`src/bia_pkg.sv`:
```
// Shared types, request codes and the row search helper for the bitmap id allocator.
// No dependencies.
package bia_pkg;

  localparam int ROW_BITS  = 32;
  localparam int ROW_OFS_W = 5;

  localparam logic [1:0] REQ_ALLOC  = 2'd0;
  localparam logic [1:0] REQ_FIND   = 2'd1;
  localparam logic [1:0] REQ_NEXT   = 2'd2;
  localparam logic [1:0] REQ_REMOVE = 2'd3;

  typedef struct packed {
    logic                 hit;
    logic [ROW_OFS_W-1:0] pos;
  } hit_t;

  // lowest set bit of a map row; 0 when none
  function automatic logic [ROW_OFS_W-1:0] lowest_set(input logic [ROW_BITS-1:0] v);
    logic [ROW_OFS_W-1:0] pos;
    pos = '0;
    for (int i = ROW_BITS - 1; i >= 0; i--) begin
      if (v[i]) begin
        pos = ROW_OFS_W'(i);
      end
    end
    return pos;
  endfunction

endpackage

```
`src/bia_rowsrch.sv`:
```
// Searches one 32-bit map row for the first free or used bit at or above an offset.
// Depends on bia_pkg.
module bia_rowsrch (
  input  logic [bia_pkg::ROW_BITS-1:0]  row,
  input  logic                          find_set,
  input  logic                          first,
  input  logic [bia_pkg::ROW_OFS_W-1:0] bofs,
  input  logic [bia_pkg::ROW_BITS-1:0]  valid_mask,
  output bia_pkg::hit_t                 res
);

  logic [bia_pkg::ROW_BITS-1:0] ge_mask;
  logic [bia_pkg::ROW_BITS-1:0] cand;

  always_comb begin
    ge_mask = first ? ({bia_pkg::ROW_BITS{1'b1}} << bofs) : {bia_pkg::ROW_BITS{1'b1}};
    cand    = (find_set ? row : ~row) & valid_mask & ge_mask;
    res.hit = |cand;
    res.pos = bia_pkg::lowest_set(cand);
  end

endmodule

```
`config.mk`:
```
export PLATFORM = sky130hd
export DESIGN_NAME = bia_rowsrch
export DESIGN_NICKNAME = d
export VERILOG_FILES = /design/src/bia_pkg.sv /design/src/bia_rowsrch.sv
export SDC_FILE = /design/constraint.sdc
export NUM_CORES = 1
export LEC_CHECK = 0
export BUFFER_PORTS_ARGS = -buffer_cell sky130_fd_sc_hd__clkbuf_2
export CAP_MARGIN = 20
export CORE_MARGIN = 8
export CORE_UTILIZATION = 53
export DETAILED_ROUTE_END_ITERATION = 6
export PLACE_DENSITY = 0.95
export SYNTH_ARGS = -nofsm -noshare
export SYNTH_HDL_FRONTEND = slang
export SYNTH_SLANG_ARGS = --single-unit
```
`constraint.sdc`:
```
create_clock -name vclk -period 4.65
set_clock_uncertainty 0.2 [all_clocks]
set_input_delay 0.2325 -clock vclk [all_inputs]
set_output_delay 0.2325 -clock vclk [all_outputs]
set_load 0.05 [all_outputs]
```
==> After elaboration in Yosys (flattened, before gate mapping) <==
Index checks and enable logic that the tools add are counted.
W data, S select, Z words.
{ "word_totals": {"regBits": 0, "in_bits": 71, "output_inout_bits": 6} }
{ "classes": {"shifts": 1, "muxes": 34, "n_bitwise": 3, "reduce_logical": 1} }
{ "ops": {"columns": ["op", "count"], "rows": [
  ["$mux W5", 32],
  ["$and A32 B32 Y32", 2],
  ["$mux W32", 2],
  ["$not A32 Y32", 1],
  ["$reduce_or A32 Y1", 1],
  ["$shl A32 B5 Y32 const A", 1]
]} }

==> Logic depth before layout (Yosys ltp) <==
Gate-level depths: netlist of run 1.
{ "logic_depth": {"word_depth": 36, "depth_mapped": 9, "ltp_nobuf": 6} }

==> Worst setup path before layout of run 1 <==
Ideal clock, no wire load.
{ "synth_timing": {"path_type": "input to output", "start": "in find_set", "end": "out res[2] (netlist name)", "arrival_time_ns": 3.830, "t_required_ns": 4.218, "path_slack_ns": 0.387, "path_stages": 9, "path_buffers": 3, "cell_sequence": "buf_6 -> buf_12 -> buf_12 -> xnor2_1 -> nand3_1 -> a211o_1 -> a21oi_1 -> nor3_1 -> a2111oi_0"} }
{ "synth_rtl": {"columns": ["item", "line", "source"], "rows": [
  ["start: declaration", "bia_rowsrch.sv:5", "input logic find_set,"],
  ["end: declaration", "bia_rowsrch.sv:9", "output bia_pkg::hit_t res"]
]} }

==> results of run 1 <==
==> per-layer routing <==
metal | vias to the layer above | share of wire [%]
met5 | - | 0
met4 | 0 | 0.77
met3 | 8 | 9.2
met2 | 136 | 51
met1 | 967 | 40
li1 | 1028 | -
==> through the flow <==
stage	area, um2	cells	worst slack, ns
after floorplan	1570	230	0.387
after global placement	1880	324	1.29
after detailed placement	1880	324	1.20
after CTS	1880	324	1.20
after global routing	1880	324	1.04
final	1880	324	1.19
==> cells by family after synthesis <==
group	synth area share, %
AOI/OAI and AO/OA	44.7
buffers and inverters	10.1
adders and majority gates	0.638
xor gates and xnor gates	18.4
and+or+nand+nor	26.3
==> cells in the final DEF (no fill, tap or decap), types with 2 or more instances in the layout <==
cell / instances
a21oi_1: 13
and2_0: 2
o31ai_1: 2
a21o_1: 3
nor3_1: 7
o221ai_1: 2
a41oi_1: 3
or3_1: 4
nor2b_1: 2
and3_1: 2
o22ai_1: 5
o211ai_2: 2
inv_1: 11
nand4_1: 6
a32oi_1: 3
o2111ai_2: 2
o221ai_2: 2
xnor2_1: 29
a31oi_1: 3
a221oi_1: 3
xor2_1: 2
a2111oi_0: 2
a22oi_1: 3
o211a_1: 4
and2_1: 2
a211o_1: 2
nand3_1: 13
clkbuf_2: 77
nand2_1: 16
a311oi_1: 5
nor2_1: 18
o211ai_1: 4
o21a_1: 2
or4_1: 3
nand2_2: 2
o21ai_0: 11
a211oi_1: 5
==> worst max-delay path, cell delays in order <==
cell and delay (ns):
clkbuf_2 0.80, xnor2_2 0.24, a22oi_2 0.25, o221ai_2 0.15, a21o_1 0.20, or4_1 0.49, or4_1 0.41, clkbuf_2 0.25
==> area by class of cell <==
class,instances,area [um2],share of cell area [%]
inverter,12,45.0,2.40
multi-input combinational,204,1410,75.0
tap,31,38.8,2.06
timing repair buffer,77,385,20.5
==> path summary, 6_finish.rpt <==
kind | startpoint | to | slack [ns]
setup / recovery | find_set | res[5] | 1.19
hold / removal | valid_mask[4] | res[3] | 0.90
==> where the power goes <==
| group | total [mW] | switching, mW | internal (mW) |
|---|---|---|---|
| sequential | 0 | 0 | 0 |
| clock | 0 | 0 | 0 |
| combinational | 0.259 | 0.158 | 0.101 |
==> results.md, run 1 <==
* Met1 Use GR at 22.4%
* Mean Syn Cell Area at 6.82 um2
* Most common cell in the netlist: xnor2_1
* # Post-CTS Setup Buffers at 0
* Pwr Total at 259 uW
* Global-route wire length before repair at 8.83 mm
* Slew headroom at 27.6%
* Routed Antenna Nets at 0
* Top cells by count, synth: 29 x xnor2_1, 18 x nor2_1, 16 x nand2_1, 13 x a21oi_1, 13 x nand3_1
* Seq_cells at 0
* Via-to-Cell Ratio at 6.60
* Max Fclk at 289 MHz
* Total grt overflow at 0
* Hold crit path type: in2out
* Leakage at 0.828 nW
* Area Overhead vs Synth at 19.9%
* Register Area at 0 um2
* Warnings from Yosys at 0
* Synthesized instance count at 230
* I/O pin cnt at 77
* Initial antenna violation count at 0
* Routed len/inst at 16.4 um
* Critical Path AT at 3.03 ns
* Die Area at 0.00495 mm2
* Total GRT Usage at 19.4%
* # port buffers at 77
* GR peak layer: met2
* Vias at 2139
* Max VDD drop at 0.000138 V
* Max Cap Viol at 0
* Max Slew Vio Count at 0
* DRC Markers at 0
* Req. time, crit path at 4.22 ns
* Hold buffer count at cts at 0
* Num rows at 19
* Post-cts resize count at 0
* PD cells at 138 mW/mm2
* Die Ht at 70.4 um
* Fillers at 249
* Nets at 366
* Crit end category: output port
* Setup TNS Final at 0 ns
* Largest net degree at the start of global routing at 36
* Fin util at 67.6%
* Kind of critical path: in2out
* Initial Utilization at 56.4%
* Startpoint types: input port
* Clkbuf count at 0
* Min-Delay Path Depth at 5
* Status: finished clean
* Top post-synthesis cells by area: xnor2_1 16%, nor2_1 4.3%, a21oi_1 4.2%
* Number of DRC markers in iteration 0 at 179
* Synth area leader: xnor2_1
* GR Util met3 at 4.10%
* Min Hold Slack at 0.902 ns
* Share of cells above drive strength 1 at 32.1%
* Post-synth top area share at 16.2%
* Number of global-route vias before repair at 2130
* Final Setup Violations at 0
* Share of the yosys chip area belonging to registers at 0%
* Width of the die at 70.4 um
* Final hold vios at 0
* Fin crit share at 74.4%
* Post-Syn Area at 0.00157 mm2
* Core Region at 0.00278 mm2
* RSZ-0062 raised after global routing: no
* Worst-path maximum fanout at 35
* DPL Wire Length at 4.31 mm
* Pre-antenna DRT Iters at 5
* Min Tclk post-route at 3.46 ns
* Distinct cells, synth at 55
* Diode count at 0
* DRT Wirelength at 5.31 mm
* GR Layer Usage met2 at 35.4%
* Worst Tran Pin Value at 1.09 ns
* Syn_nets at 301
* RePlAce Congestion at 0.956
No activity file was read; power rests on OpenSTA's default activity.
==> inputs of run 2 (changes only) <==
- ABC_AREA: unset -> 1
- CORE_UTILIZATION: 53 -> 41
- PLACE_DENSITY: 0.95 -> 0.86
- clock period: 4.65 -> 2.8 ns (I/O delays scaled with it)
==> run 2 against run 1 <==
Net effect:
- area after synthesis down 24%
- sequential share of layout area unchanged
- routed wire length down 20%
- clock-buffer cell count unchanged
- global-route usage down 2.7 points
- core utilization down 3.8 points
- via count down 21%
- flip-flop and latch count unchanged
- critical path depth up 24
- the run now ends with setup timing left
==> results.md, run 2 <==
* Status: finished, violations left
* Failing checks: setup timing
* Global-route wire length before repair at 7.29 mm (-17%)
* Fin crit share at 100%
* Pre-antenna DRT Iters at 5 (unchanged)
* Seq_cells at 0 (unchanged)
* Most frequent CP cell: nand2_1
* Hold crit path type: in2out
* Vias at 1698 (-21%)
* Setup TNS Final at -0.00790 ns (-0.00790 ns)
* Number of DRC markers in iteration 0 at 54 (-70%)
* Die Ht at 70.0 um (-0.61%)
* Mean Syn Cell Area at 5.45 um2 (-20%)
* Most common cell in the netlist: nand2_1
* Routed Antenna Nets at 0 (unchanged)
* Slowest stage cell, crit path: o21ai_0
* Max Cap Viol at 0 (unchanged)
* Hold_sp: valid_mask[0]
* Initial Utilization at 43.3% (-13 points)
* Final hold vios at 0 (unchanged)
* Via-to-Cell Ratio at 5.10 (-23%)
* # port buffers at 77 (unchanged)
* Setup slack after layout at -0.00790 ns (-1.20 ns)
* Req. time, crit path at 2.46 ns (-1.76 ns)
* Post-synth top area share at 22.0% (+5.8 points)
* Warnings from Yosys at 0 (unchanged)
* Distinct cells, synth at 34 (-38%)
* Top post-synthesis cells by area: nand2_1 22%, xnor2_1 15%, nor2_1 12%
* Max Fclk at 356 MHz
* Share of the yosys chip area belonging to registers at 0% (unchanged)
* Critical Path AT at 2.47 ns (-0.56 ns)
* Startpoint types: input port
* Core Region at 0.00276 mm2 (-0.85%)
* Min Hold Slack at 0.525 ns (-0.377 ns)
* Top cells by count, synth: 70 x nand2_1, 37 x nor2_1, 20 x xnor2_1, 16 x inv_1, 10 x nand3_1
* Max Slew Vio Count at 0 (unchanged)
* Max VDD drop at 0.000290 V (+110%)
* RePlAce Congestion at 1.04 (+9.3%)
* RSZ-0062 raised after global routing: yes
* Diode count at 0 (unchanged)
* DPL Wire Length at 3.90 mm (-9.5%)
* Die Area at 0.00489 mm2 (-1.2%)
* DRT Wirelength at 4.25 mm (-20%)
* DRC Markers at 0 (unchanged)
* Register Area at 0 um2 (unchanged)
* Kind of critical path: in2out
* Hold buffer count at cts at 0 (unchanged)
* Crit end category: output port
* Number of global-route vias before repair at 1751 (-18%)
* CP Buf/Inv Count at 4 (+2)
* Area Overhead vs Synth at 47.4%
* Width of the die at 70.0 um (-0.61%)
* Syn_nets at 290 (-3.7%)
* Post-Syn Area at 0.00119 mm2 (-24%)
* Worst Tran Pin Value at 0.429 ns (-0.657 ns)
* Min Tclk post-route at 2.81 ns
* Synthesized instance count at 219 (-4.8%)
* Total grt overflow at 0 (unchanged)
* Nets at 375 (+2.5%)
* Leakage at 0.972 nW (+17%)
* Final Setup Violations at 1 (+1)
* PD cells at 237 mW/mm2 (+72%)
* I/O pin cnt at 77 (unchanged)
* Synth area leader: nand2_1
* Initial antenna violation count at 0 (unchanged)
* Crit-path max cell delay at 0.18 ns (-0.62 ns)
* Worst-path maximum fanout at 4 (-89%)
* Clkbuf count at 0 (unchanged)
* Num rows at 19 (unchanged)
* Total GRT Usage at 16.7% (-2.7 points)
* Commonest cells after routing, fill and taps aside: 69 x clkbuf_2, 67 x nand2_1, 36 x nor2_1
* Worst setup path startpoint: bofs[0]
* Slew headroom at 71.1% (+44 points)
* Routed len/inst at 12.7 um (-22%)
* Share of cells above drive strength 1 at 37.1% (+5.0 points)
* Crit-path leading delay family: simple AND/OR/NAND/NOR gates
* Largest net degree at the start of global routing at 17 (-53%)
* Most common cell after layout, fill and taps aside: clkbuf_2
## run 2: cell types whose count changed in the layout (fill, tap and decap cells not counted), moves of 5 or more
cell       previous run  this run
nand2_1              16        67
a311oi_1              5         0
xnor2_1              29        20
clkbuf_2             77        69
a21oi_1              13         7
buf_4                 0        13
o21ai_0              11         3
nand4_1               6         1
o22ai_1               5         0
a211oi_1              5         0
o2111ai_1             1         6
nor2_1               18        36
## run 2: cell families after synthesis
| family | count (synthesis) | share of synthesized area [%] |
|---|---|---|
| simple gates | 134 | 51.2 |
| buf+inv | 28 | 11.9 |
| compound gates | 34 | 20.0 |
| xor+xnor | 23 | 16.9 |
## run 2: worst paths after layout
path | end | cells after the start | slack [ns]
max | res[0] | 32 | -0.008
min | res[0] | 4 | 0.52
## run 2: worst min-delay path, cell delays in order
cell	delay (ns)
clkbuf_2	0.07
and3_1	0.17
a21oi_2	0.06
buf_12	0.14
## run 2: final cells by class
| cell class | instances | area, um2 |
|---|---|---|
| tap | 31 | 38.8 |
| inverter | 22 | 101 |
| fill | 263 | 998 |
| multi-input combinational | 191 | 1070 |
| timing repair buffer | 89 | 552 |
## run 2: layer usage
layer	global-route usage [%]	up-vias	routed length, um
li1	-	887	-
met1	17.8	731	1750
met2	31.9	72	2100
met3	4.38	8	325
met4	3.35	0	69
met5	0	-	0
## run 2: timing repair
action,in CTS,in global routing
resized for setup,6,17
buffers inserted,1,1
endpoints found under the setup margin,1,1
pin swaps,1,10
## run 2: power by group
group | internal (mW) | total, mW | leakage, nW | switching, mW
Sequential | 0 | 0 | 0 | 0
Clock | 0 | 0 | 0 | 0
Combinational | 0.186 | 0.418 | 0.972 | 0.232
## run 2: through the flow
step	cell area [um2]	total power, mW	instances	setup WS, ns	util, %
4_1_cts	1720	0.412	332	0.0105	62.3
3_5_place_dp	1690	0.407	331	-0.0271	61.3
2_1_floorplan	1190	0.255	219	0.0551	-
3_3_place_gp	1690	0.400	331	0.0218	61.3
5_1_grt	1760	0.462	333	-0.333	63.8
6_report	1760	0.418	333	-0.00790	63.8
==> inputs of run 3 (changes only) <==
- PLACE_DENSITY: 0.86 -> 0.88
- REMOVE_ABC_BUFFERS: unset -> 1
==> run 3 against run 2 <==
Net effect:
- the flow still finishes with violations (setup timing)
- critical path depth up 4
- cell area grew 3.1%
- routed wire length is 5.4% higher
- clock-buffer cell count stayed put
- die area stayed put
- setup slack improved by 0.0078 ns
- via count up 3.7%
- power up 3.7%
- fmax increased by 0.28%
- largest cell class unchanged
==> results.md, run 3 (synthesized netlist as in run 2, its figures left out) <==
* Status: finished, violations left
* Failing checks: setup timing
* Clock power frac at 0% (unchanged)
* RePlAce Congestion at 0.995 (-4.7%)
* Seq_cells at 0 (unchanged)
* Crit-path max cell delay at 0.18 ns (about the same)
* DPL Wire Length at 3.86 mm (-1.2%)
* Via-to-Cell Ratio at 5.25 (+3.0%)
* Register Area at 0 um2 (unchanged)
* Initial antenna violation count at 0 (unchanged)
* Area Overhead vs Synth at 51.9%
* Hold buffer count at cts at 0 (unchanged)
* Pwr Total at 433 uW (+3.7%)
* Max Slew Vio Count at 0 (unchanged)
* Worst slack at placement at -0.0256 ns (+0.00156 ns)
* Width of the die at 70.0 um (unchanged)
* Hold crit path type: in2out
* Die Area at 0.00489 mm2 (unchanged)
* Routed Antenna Nets at 0 (unchanged)
* Most frequent CP cell: nand2_1
* Placed Area at 0.00171 mm2 (+1.2%)
* Final hold vios at 0 (unchanged)
* Worst Tran Pin Value at 0.515 ns (+0.0858 ns)
* Global-route wire length before repair at 6.80 mm (-6.7%)
* Slowest stage cell, crit path: a21oi_2
* Min Hold Slack at 0.531 ns (+0.00671 ns)
* Comb power frac at 100.0% (about the same)
* Final Setup Violations at 1 (unchanged)
* DRT Wirelength at 4.48 mm (+5.4%)
* Post-route cell area at 0.00181 mm2 (+3.1%)
* Min-Delay Path Depth at 4 (unchanged)
* Vias at 1760 (+3.7%)
* Total GRT Usage at 15.8% (-0.96 points)
* Slew headroom at 65.4% (-5.8 points)
* Die Ht at 70.0 um (unchanged)
* Req. time, crit path at 2.46 ns (about the same)
* Max VDD drop at 0.000235 V (-19%)
* Core Region at 0.00276 mm2 (unchanged)
* Max Fclk at 357 MHz (+0.28%)
* Largest net degree at the start of global routing at 13 (-4)
* Int Power at 192 uW (+3.2%)
* Worst-path maximum fanout at 5 (+1)
* DRC Markers at 0 (unchanged)
* Seq pwr share at 0% (unchanged)
* Min Tclk post-route at 2.80 ns (-0.00781 ns)
* Kind of critical path: in2out
* Setup TNS Final at -0.0000893 ns (+0.00781 ns)
* Initial Utilization at 43.3% (unchanged)
* Diode count at 0 (unchanged)
* Hold_sp: valid_mask[1]
* Number of DRC markers in iteration 0 at 102 (+89%)
* PD cells at 239 mW/mm2 (+0.59%)
* Fin crit share at 100% (-0.28 points)
* Setup slack after layout at -0.0000893 ns (+0.00781 ns)
* Routed len/inst at 13.4 um (+4.8%)
* Max Cap Viol at 0 (unchanged)
* Critical Path AT at 2.46 ns (about the same)
* Pre-antenna DRT Iters at 4 (-1)
* Startpoint types: input port
* Crit end category: output port
* Hold path endpoint: res[0]
* Switching power at 241 uW (+4.0%)
* RSZ-0062 raised after global routing: yes
* I/O pin cnt at 77 (unchanged)
* Num rows at 19 (unchanged)
* Number of global-route vias before repair at 1584 (-9.5%)
* Commonest cells after routing, fill and taps aside: 69 x clkbuf_2, 67 x nand2_1, 36 x nor2_1
* Most common cell after layout, fill and taps aside: clkbuf_2
* Sw frac at 55.7% (+0.20 points)
* Clkbuf count at 0 (unchanged)
* Nets at 377 (+0.53%)
* Total grt overflow at 0 (unchanged)
* Share of cells above drive strength 1 at 37.8% (+0.74 points)
* # port buffers at 77 (unchanged)
* Leakage at 1.00 nW (+2.9%)
## run 3: metal layers
layer | routed length [um] | GRT usage (%) | part of all wire, %
met2 | 2230 | 28.1 | 50
met3 | 344 | 3.25 | 7.7
met4 | 44 | 2.46 | 0.98
met1 | 1860 | 19.0 | 42
met5 | 0 | 0 | 0
## run 3: layout make-up
cell class | instances | area (um2)
fillers | 244 | 945
inverters | 22 | 104
multi-input cells | 191 | 1090
well taps | 31 | 38.8
repair buffers | 90 | 572
repair inverters | 1 | 6.26
## run 3: power by group through the flow
stage	combinational [mW]	sequential, mW	clock (mW)
floorplan	0.241	0	0
global placement	0.401	0	0
detailed placement	0.410	0	0
CTS	0.416	0	0
global route	0.470	0	0
finish	0.433	0	0
## run 3: how the worst max path moves through the flow
stage               startpoint     end  slack, ns
floorplan             find_set  res[2]       0.17
global placement      find_set  res[0]       0.04
detailed placement    find_set  res[0]      -0.03
CTS                      first  res[0]      0.005
global route           bofs[2]  res[0]      -0.33
finish                 bofs[2]  res[0]   -0.00009
## run 3: stage by stage
step	util, %	instances
finish	65.7	335
global placement	62.1	332
global route	65.7	335
floorplan	-	213
detailed placement	62.1	332
CTS	62.8	332
## run 3: what timing repair did
action,CTS,global route
pin swaps,2,9
resized for setup,4,24
setup buffers,0,2
gates cloned,0,1
endpoints found under the setup margin,1,1
## run 3: critical path: cells and delay by family
family,cells,cell delay (ns)
buffers and inverters,2,0.28
AOI/OAI and AO/OA,1,0.18
and+or+nand+nor,33,1.84
